===== src/rtl/bra_pkg.sv =====
// Shared constants, codes and types of the block range allocator.
`default_nettype none
package bra_pkg;

  localparam int NUM_BLOCKS = 256;
  localparam int IDX_W      = 8;
  localparam int CNT_W      = 9;

  typedef logic [1:0] opcode_t;
  typedef logic [1:0] status_t;

  localparam opcode_t OP_FIRST = 2'd0;
  localparam opcode_t OP_BEST  = 2'd1;
  localparam opcode_t OP_WORST = 2'd2;
  localparam opcode_t OP_FREE  = 2'd3;

  localparam status_t ST_OK       = 2'd0;
  localparam status_t ST_BAD_SIZE = 2'd1;
  localparam status_t ST_NO_SPACE = 2'd2;
  localparam status_t ST_BAD_FREE = 2'd3;

  localparam logic [CNT_W-1:0] MAX_REQUEST = 9'd256;
  localparam logic [CNT_W-1:0] SPARE_LIMIT = 9'd1;

  typedef struct packed {
    logic clear;
    logic step;
    logic free_bit;
  } scan_ctl_t;

  typedef struct packed {
    logic             found;
    logic [IDX_W-1:0] start;
    logic [CNT_W-1:0] len;
  } run_t;

endpackage
`default_nettype wire


===== src/rtl/bra_map.sv =====
// Free map as a circular shift register, one block bit per cycle at the head while shift is high.
`default_nettype none
module bra_map (
  input  wire logic clk,
  input  wire logic rst_n,
  input  wire logic shift,
  input  wire logic wr_bit,
  output logic      head_bit
);
  import bra_pkg::*;

  logic [NUM_BLOCKS-1:0] map_r;

  // Rotate toward the head; the written bit re-enters at the tail.
  always_ff @(posedge clk) begin
    if (!rst_n) begin
      map_r <= '1;
    end else if (shift) begin
      map_r <= {wr_bit, map_r[NUM_BLOCKS-1:1]};
    end
  end

  assign head_bit = map_r[0];

endmodule
`default_nettype wire


===== src/rtl/bra_runs.sv =====
// Serial free-run tracker that keeps the chosen run for first, best or worst fit.
`default_nettype none
module bra_runs (
  input  wire logic                        clk,
  input  wire logic                        rst_n,
  input  wire bra_pkg::scan_ctl_t          ctl,
  input  wire bra_pkg::opcode_t            mode,
  input  wire logic [bra_pkg::CNT_W-1:0]   need,
  input  wire logic [bra_pkg::IDX_W-1:0]   pos,
  output bra_pkg::run_t                    run
);
  import bra_pkg::*;

  logic             found_r;
  logic [CNT_W-1:0] cur_l_r;
  logic [IDX_W-1:0] cur_s_r;
  logic [IDX_W-1:0] best_s_r;
  logic [CNT_W-1:0] best_l_r;
  logic             take;

  always_comb begin
    take = (cur_l_r >= need) &&
           (!found_r ||
            ((mode == OP_BEST)  && (cur_l_r < best_l_r)) ||
            ((mode == OP_WORST) && (cur_l_r > best_l_r)));
  end

  always_ff @(posedge clk) begin
    if (!rst_n) begin
      found_r <= 1'b0;
      cur_l_r <= '0;
    end else if (ctl.clear) begin
      found_r <= 1'b0;
      cur_l_r <= '0;
    end else if (ctl.step) begin
      if (ctl.free_bit) begin
        cur_l_r <= cur_l_r + CNT_W'(1);
      end else begin
        if (take) begin
          found_r <= 1'b1;
        end
        cur_l_r <= '0;
      end
    end
  end

  always_ff @(posedge clk) begin
    if (ctl.step && !ctl.clear) begin
      if (ctl.free_bit) begin
        if (cur_l_r == '0) begin
          cur_s_r <= pos;
        end
      end else if (take) begin
        best_s_r <= cur_s_r;
        best_l_r <= cur_l_r;
      end
    end
  end

  assign run.found = found_r;
  assign run.start = best_s_r;
  assign run.len   = best_l_r;

endmodule
`default_nettype wire


===== src/rtl/block_range_allocator.sv =====
// Top level of the contiguous block range allocator.
//
//   channel | direction | ports                                        | handshake
//   in      | input     | in_opcode, in_request_size, in_range_start   | in_valid / in_stall
//   out     | output    | out_status, out_granted_start, out_granted_count | out_valid / out_stall
//
// A valid request takes one scan pass over the map and, when it changes the map, one
// update pass over the map. Rejected requests end after the scan; a bad size or an
// out-of-range free skips the scan and goes straight to the result. The map rotates
// one bit per cycle through a shift register during each pass.
// Synchronous reset marks every block free.
// A finished result waits in the output register while the next item is taken.
`default_nettype none
module block_range_allocator (
  input  wire logic                        clk,
  input  wire logic                        rst_n,
  input  wire logic                        in_valid,
  output logic                             in_stall,
  input  wire bra_pkg::opcode_t            in_opcode,
  input  wire logic [bra_pkg::CNT_W-1:0]   in_request_size,
  input  wire logic [bra_pkg::IDX_W-1:0]   in_range_start,
  output logic                             out_valid,
  input  wire logic                        out_stall,
  output bra_pkg::status_t                 out_status,
  output logic [bra_pkg::IDX_W-1:0]        out_granted_start,
  output logic [bra_pkg::CNT_W-1:0]        out_granted_count
);
  import bra_pkg::*;

  localparam logic [1:0] S_IDLE   = 2'd0;
  localparam logic [1:0] S_SCAN   = 2'd1;
  localparam logic [1:0] S_UPDATE = 2'd2;
  localparam logic [1:0] S_FINISH = 2'd3;

  localparam logic [CNT_W-1:0] POS_END  = CNT_W'(NUM_BLOCKS);
  localparam logic [CNT_W-1:0] POS_EVAL = CNT_W'(NUM_BLOCKS + 1);
  localparam logic [CNT_W-1:0] POS_LAST = CNT_W'(NUM_BLOCKS - 1);

  logic [1:0]       state_r, state_nxt;
  logic [CNT_W-1:0] pos_r, pos_nxt;
  opcode_t          op_r;
  logic [CNT_W-1:0] size_r;
  logic [CNT_W-1:0] upd_lo_r, upd_hi_r;
  logic             ovl_r;
  status_t          res_status_r;
  logic [IDX_W-1:0] res_gstart_r;
  logic [CNT_W-1:0] res_gcount_r;
  logic             out_valid_r;
  status_t          out_status_r;
  logic [IDX_W-1:0] out_gstart_r;
  logic [CNT_W-1:0] out_gcount_r;

  logic             accept;
  logic             size_bad;
  logic [CNT_W:0]   free_end;
  logic             free_oob;
  logic             in_map;
  logic             in_rng;
  logic             head_bit;
  logic             map_shift;
  logic             map_wr;
  logic             out_load;
  logic [CNT_W-1:0] spare;
  logic [CNT_W-1:0] grant;
  scan_ctl_t        scan_ctl;
  run_t             run;

  assign in_stall = (state_r != S_IDLE);
  assign accept   = in_valid && !in_stall;
  assign size_bad = (in_request_size == '0) || (in_request_size > MAX_REQUEST);
  assign free_end = {1'b0, {1'b0, in_range_start}} + {1'b0, in_request_size};
  assign free_oob = (free_end > (CNT_W + 1)'(NUM_BLOCKS));

  assign in_map = (pos_r < POS_END);
  assign in_rng = (pos_r >= upd_lo_r) && (pos_r < upd_hi_r);

  assign spare = run.len - size_r;
  assign grant = (spare > SPARE_LIMIT) ? size_r : run.len;

  always_comb begin
    map_shift = 1'b0;
    map_wr    = head_bit;
    case (state_r)
      S_SCAN: begin
        map_shift = in_map;
      end
      S_UPDATE: begin
        map_shift = 1'b1;
        if (in_rng) begin
          map_wr = (op_r == OP_FREE);
        end
      end
      default: begin
        map_shift = 1'b0;
      end
    endcase
  end

  assign scan_ctl.clear    = accept;
  assign scan_ctl.step     = (state_r == S_SCAN) && (pos_r <= POS_END);
  assign scan_ctl.free_bit = in_map && head_bit;

  bra_map u_map (
    .clk      (clk),
    .rst_n    (rst_n),
    .shift    (map_shift),
    .wr_bit   (map_wr),
    .head_bit (head_bit)
  );

  bra_runs u_runs (
    .clk   (clk),
    .rst_n (rst_n),
    .ctl   (scan_ctl),
    .mode  (op_r),
    .need  (size_r),
    .pos   (pos_r[IDX_W-1:0]),
    .run   (run)
  );

  assign out_load = (state_r == S_FINISH) && (!out_valid_r || !out_stall);

  always_comb begin
    state_nxt = state_r;
    pos_nxt   = pos_r;
    case (state_r)
      S_IDLE: begin
        if (accept) begin
          pos_nxt = '0;
          if (size_bad || ((in_opcode == OP_FREE) && free_oob)) begin
            state_nxt = S_FINISH;
          end else begin
            state_nxt = S_SCAN;
          end
        end
      end
      S_SCAN: begin
        pos_nxt = pos_r + CNT_W'(1);
        if (pos_r == POS_EVAL) begin
          pos_nxt = '0;
          if (op_r == OP_FREE) begin
            state_nxt = ovl_r ? S_FINISH : S_UPDATE;
          end else begin
            state_nxt = run.found ? S_UPDATE : S_FINISH;
          end
        end
      end
      S_UPDATE: begin
        pos_nxt = pos_r + CNT_W'(1);
        if (pos_r == POS_LAST) begin
          state_nxt = S_FINISH;
        end
      end
      S_FINISH: begin
        if (out_load) begin
          state_nxt = S_IDLE;
        end
      end
      default: begin
        state_nxt = S_IDLE;
      end
    endcase
  end

  always_ff @(posedge clk) begin
    if (!rst_n) begin
      state_r     <= S_IDLE;
      pos_r       <= '0;
      ovl_r       <= 1'b0;
      out_valid_r <= 1'b0;
    end else begin
      state_r <= state_nxt;
      pos_r   <= pos_nxt;
      if (accept) begin
        ovl_r <= 1'b0;
      end else if ((state_r == S_SCAN) && in_map && in_rng && head_bit) begin
        ovl_r <= 1'b1;
      end
      if (out_load) begin
        out_valid_r <= 1'b1;
      end else if (!out_stall) begin
        out_valid_r <= 1'b0;
      end
    end
  end

  // Request capture and result bookkeeping.
  always_ff @(posedge clk) begin
    if (accept) begin
      op_r         <= in_opcode;
      size_r       <= in_request_size;
      upd_lo_r     <= {1'b0, in_range_start};
      upd_hi_r     <= free_end[CNT_W-1:0];
      res_gstart_r <= '0;
      res_gcount_r <= '0;
      if (size_bad) begin
        res_status_r <= ST_BAD_SIZE;
      end else if ((in_opcode == OP_FREE) && free_oob) begin
        res_status_r <= ST_BAD_FREE;
      end else begin
        res_status_r <= ST_OK;
      end
    end else if ((state_r == S_SCAN) && (pos_r == POS_EVAL)) begin
      if (op_r == OP_FREE) begin
        res_status_r <= ovl_r ? ST_BAD_FREE : ST_OK;
      end else if (!run.found) begin
        res_status_r <= ST_NO_SPACE;
      end else begin
        res_status_r <= ST_OK;
        res_gstart_r <= run.start;
        res_gcount_r <= grant;
        upd_lo_r     <= {1'b0, run.start};
        upd_hi_r     <= {1'b0, run.start} + grant;
      end
    end
  end

  always_ff @(posedge clk) begin
    if (out_load) begin
      out_status_r <= res_status_r;
      out_gstart_r <= res_gstart_r;
      out_gcount_r <= res_gcount_r;
    end
  end

  assign out_valid         = out_valid_r;
  assign out_status        = out_status_r;
  assign out_granted_start = out_gstart_r;
  assign out_granted_count = out_gcount_r;

  a_count_only_on_ok: assert property (@(posedge clk) disable iff (!rst_n)
    (out_valid_r && (out_gcount_r != '0)) |-> (out_status_r == ST_OK))
    else $error("granted count on a failed request");

  a_grant_in_pool: assert property (@(posedge clk) disable iff (!rst_n)
    (out_valid_r && (out_gcount_r != '0)) |->
    (({1'b0, {1'b0, out_gstart_r}} + {1'b0, out_gcount_r}) <= (CNT_W + 1)'(NUM_BLOCKS)))
    else $error("granted range runs past the pool");

  a_update_has_cause: assert property (@(posedge clk) disable iff (!rst_n)
    ((state_r == S_UPDATE) && ($past(state_r) == S_SCAN)) |->
    $past((op_r == OP_FREE && !ovl_r) || (op_r != OP_FREE && run.found)))
    else $error("map update without a fitting run or a clean free");

  a_scan_bound: assert property (@(posedge clk) disable iff (!rst_n)
    (state_r == S_SCAN) |-> (pos_r <= POS_EVAL))
    else $error("scan position past the end of the pass");

endmodule
`default_nettype wire


===== config.mk =====
export PLATFORM = sky130hd
export DESIGN_NAME = block_range_allocator
export DESIGN_NICKNAME = d
export VERILOG_FILES = /design/src/rtl/bra_pkg.sv /design/src/rtl/bra_map.sv /design/src/rtl/bra_runs.sv /design/src/rtl/block_range_allocator.sv
export SDC_FILE = /design/constraint.sdc
export NUM_CORES = 1
export LEC_CHECK = 0
export ABC_AREA = 1
export BUFFER_PORTS_ARGS = -buffer_cell sky130_fd_sc_hd__buf_2
export CAP_MARGIN = 20
export CORE_UTILIZATION = 40
export DETAILED_ROUTE_END_ITERATION = 8
export REMOVE_ABC_BUFFERS = 1
export SYNTH_ARGS = -nofsm -noshare
export SYNTH_HDL_FRONTEND = slang
export SYNTH_SLANG_ARGS = --single-unit

===== constraint.sdc =====
create_clock -name clk -period 5.6 [get_ports clk]
set_clock_uncertainty 0.1 [all_clocks]
set_input_delay 1.12 -clock clk [delete_from_list [all_inputs] [get_ports clk]]
set_output_delay 1.12 -clock clk [all_outputs]
set_load 0.03 [all_outputs]

==> impl_metrics.yaml <==
floorplan:
  core_area_um2: 37670
  die_area_um2: 39110
  io_pins: 44
  initial_core_util_pct: 40.70
  rows: 71
  die_w_um: 197.8
  die_h_um: 197.8
worst_setup_path:
  path_buf_inv: 2
  startpoint_type: "flip-flop"
  crit_type: "flip-flop to flip-flop"
  crit_family: "simple AND/OR/NAND/NOR gates"
  critPathMostFrequentCell: "nand2_1"
  crit_fanout: 17
  end_kind: "flip-flop"
  crit_arrival_ns: 4.11
  worst_ep_required_time_ns: 5.75
  slowest_stage: "fa_1"
  cpPeakStageDelay_ns: 0.40
synthesis:
  synth_edf_count: 74
  synth_commonest_cells: "nand2_1 (694), nand3_1 (302), dfxtp_1 (296)"
  ys_ff_latch: 370
  syn_avg_cell_area_um2: 8.193
  yosysWarnings: 0
  synth_flop_cell: "dfxtp_1"
  yosysUniqueCellTypes: 41
  async_reset_ff_share_pct: 0
  yosys-top-cells-area: "dfxtp_1 (39%), nand2_1 (17%), edfxtp_1 (14%)"
  syn_area_um2: 15330
  synthesis.instances: 1871
  yosysMostFrequentCell: "nand2_1"
  seq_area_frac_synth_pct: 53.15
  yosysTopAreaCell: "dfxtp_1"
  yosys.area.top_type_share_pct: 38.66
clock_tree:
  cts_made_buffers: 40
  post-cts-setup-buffers: 0
  cts.sinks: 370
  clock_latency_ns: 0.54
  cts_max_level: 2
  cts_tree: "done"
  cts-resized-gates: 0
  clk_pin_slew_ns: 0.06
  cts_buffer_depth: 3
  hold_buffers: 0
  cts_root_buffer: "clkbuf_16"
drt:
  totalWireLength_mm: 31.12
  antenna_left: 0
  dr.first_iter.drc_count: 749
  wl_per_cell_um: 12.91
  dr_total_vias: 11733
  drcViolationCount: 0
  drt-pass1-iter-count: 5
  routed_via_density: 4.866
final_layout:
  area_growth_pct: 12.15
  finish.net_count: 1969
  antennaDiodeCount: 0
  design_area_um2: 17190
  drive_gt1_share_pct: 7.526
power_and_ir_drop:
  ir_drop_uv: 280.1
  powerDensity_nw_per_um2: 516.6
  seqPwrFrac_pct: 44.0
  p_switching_mw: 3.015
  total_power_mw: 8.881
  intPower_mw: 5.866
  clkPwrFrac_pct: 28.6
  p_sw_share_pct: 33.95
  leakage_nw: 8.110
  combPwrFrac_pct: 27.4
timing:
  fmax_ghz: 0.2523
  rsz0062_at_grt: "no"
  setup_viol: 0
  relSlewSlack_pct: 29.60
  fin_ws_ns: 1.636
  maxSlewViolCount: 0
  period_needed_ns: 3.964
  period_share_pct: 70.78
  hold_viol: 0
  tightestPinTransition_ns: 1.056
grt:
  globalRouteOverflowTotal: 0
  grt_pass1_wl_mm: 52.39
  antenna_found_initial: 2
  grt_max_degree: 258
  first_global_vias: 10710
  grt_usage_pct: 16.15
place:
  place.gp.congestion: 0.9218
  dp_hpwl_mm: 19.91
  place_ws_ns: 1.621
  dpl_cell_area_um2: 15880
  io_buffer_count: 43
min_path:
  worstHoldPathType: "flip-flop to flip-flop"
status:
  status: "completed"
run:
  maxCapViolCount: 0
-- state kept, by name, summed over array words and instances, names as in the netlist --
register           cells
res_gcount_r           9
u_runs.cur_s_r         8
out_granted_count      9
out_status             2
u_runs.found_r         1
upd_hi_r               9
state_r                2
out_granted_start      8
ovl_r                  1
res_gstart_r           8
u_runs.best_l_r        9
u_map.map_r          256
u_runs.best_s_r        8
size_r                 9
upd_lo_r               8
u_runs.cur_l_r         9
out_valid              1
res_status_r           2
op_r                   2
pos_r                  9
-- layout make-up --
cell class,instances,area (µm²)
well taps,511,639.4
clock inverters,13,140.1
repair buffers,53,319.1
fillers,3756,20470
multi-input cells,1288,6336
clock buffers,56,1154
inverters,120,455.4
flip-flops and latches,370,8148
-- routing by layer --
layer / GRT usage [%] / up-vias / wire length (µm)
met5: 0 / - / 0
met1: 21.80 / 5397 / 14980
met2: 26.24 / 178 / 14000
li1: - / 6104 / -
met3: 2.913 / 54 / 1373
met4: 4.910 / 0 / 764
-- stage by stage --
step | util (%) | cells | setup TNS [ns] | hold slack [ns]
floorplan | - | 1778 | -2140.41 | 0.3003
global placement | 42.17 | 2341 | 0 | 0.3022
detailed placement | 42.17 | 2341 | 0 | 0.3063
CTS | 45.60 | 2410 | 0 | 0.3135
global route | 45.64 | 2411 | 0 | 0.3252
finish | 45.64 | 2411 | 0 | 0.3162
-- worst paths after layout --
kind                          endpoint  cells after the start          startpoint  slack (ns)
setup / recovery           upd_hi_r[6]                     25  u_runs.best_l_r[0]        1.64
hold / removal    out_granted_count[7]                      0     res_gcount_r[7]        0.32
setup reg to reg           upd_hi_r[6]                     25  u_runs.best_l_r[0]        1.64
hold reg to reg   out_granted_count[7]                      0     res_gcount_r[7]        0.32
-- cells in the final DEF, fill, tap and decap left out, drive strengths merged, types with 2 or more instances in the layout --
| cell | n |
|---|---|
| o21a | 7 |
| edfxtp | 74 |
| a31oi | 2 |
| nor3 | 12 |
| nor2 | 50 |
| nand2 | 700 |
| dfxtp | 296 |
| a21oi | 51 |
| nand3 | 306 |
| inv | 120 |
| clkbuf | 57 |
| buf | 52 |
| ha | 70 |
| nor4 | 4 |
| nand4 | 16 |
| xor2 | 7 |
| a211oi | 2 |
| clkinvlp | 4 |
| o2111ai | 2 |
| clkinv | 8 |
| fa | 3 |
| nand3b | 2 |
| o22ai | 3 |
| o21ai | 43 |
| o21bai | 2 |
-- kinds of logic after synthesis --
| logic type | after synthesis | synth area share (%) |
|---|---|---|
| xor gates and xnor gates | 8 | 0.4571 |
| and+or+nand+nor | 1091 | 30.27 |
| adders and majority gates | 73 | 6.106 |
| buffers and inverters | 213 | 5.583 |
| DFF | 370 | 53.15 |
| AOI/OAI and AO/OA | 116 | 4.432 |
-- power groups by stage --
stage / sequential (mW) / clock (mW) / combinational (mW)
detailed placement: 3.95 / 0 / 2.45
global route: 4.00 / 2.75 / 2.87
finish: 3.91 / 2.54 / 2.43
floorplan: 3.88 / 0 / 2.32
CTS: 3.91 / 2.62 / 2.47
global placement: 3.94 / 0 / 2.39
Note: power is estimated with default switching activity, not from simulation.
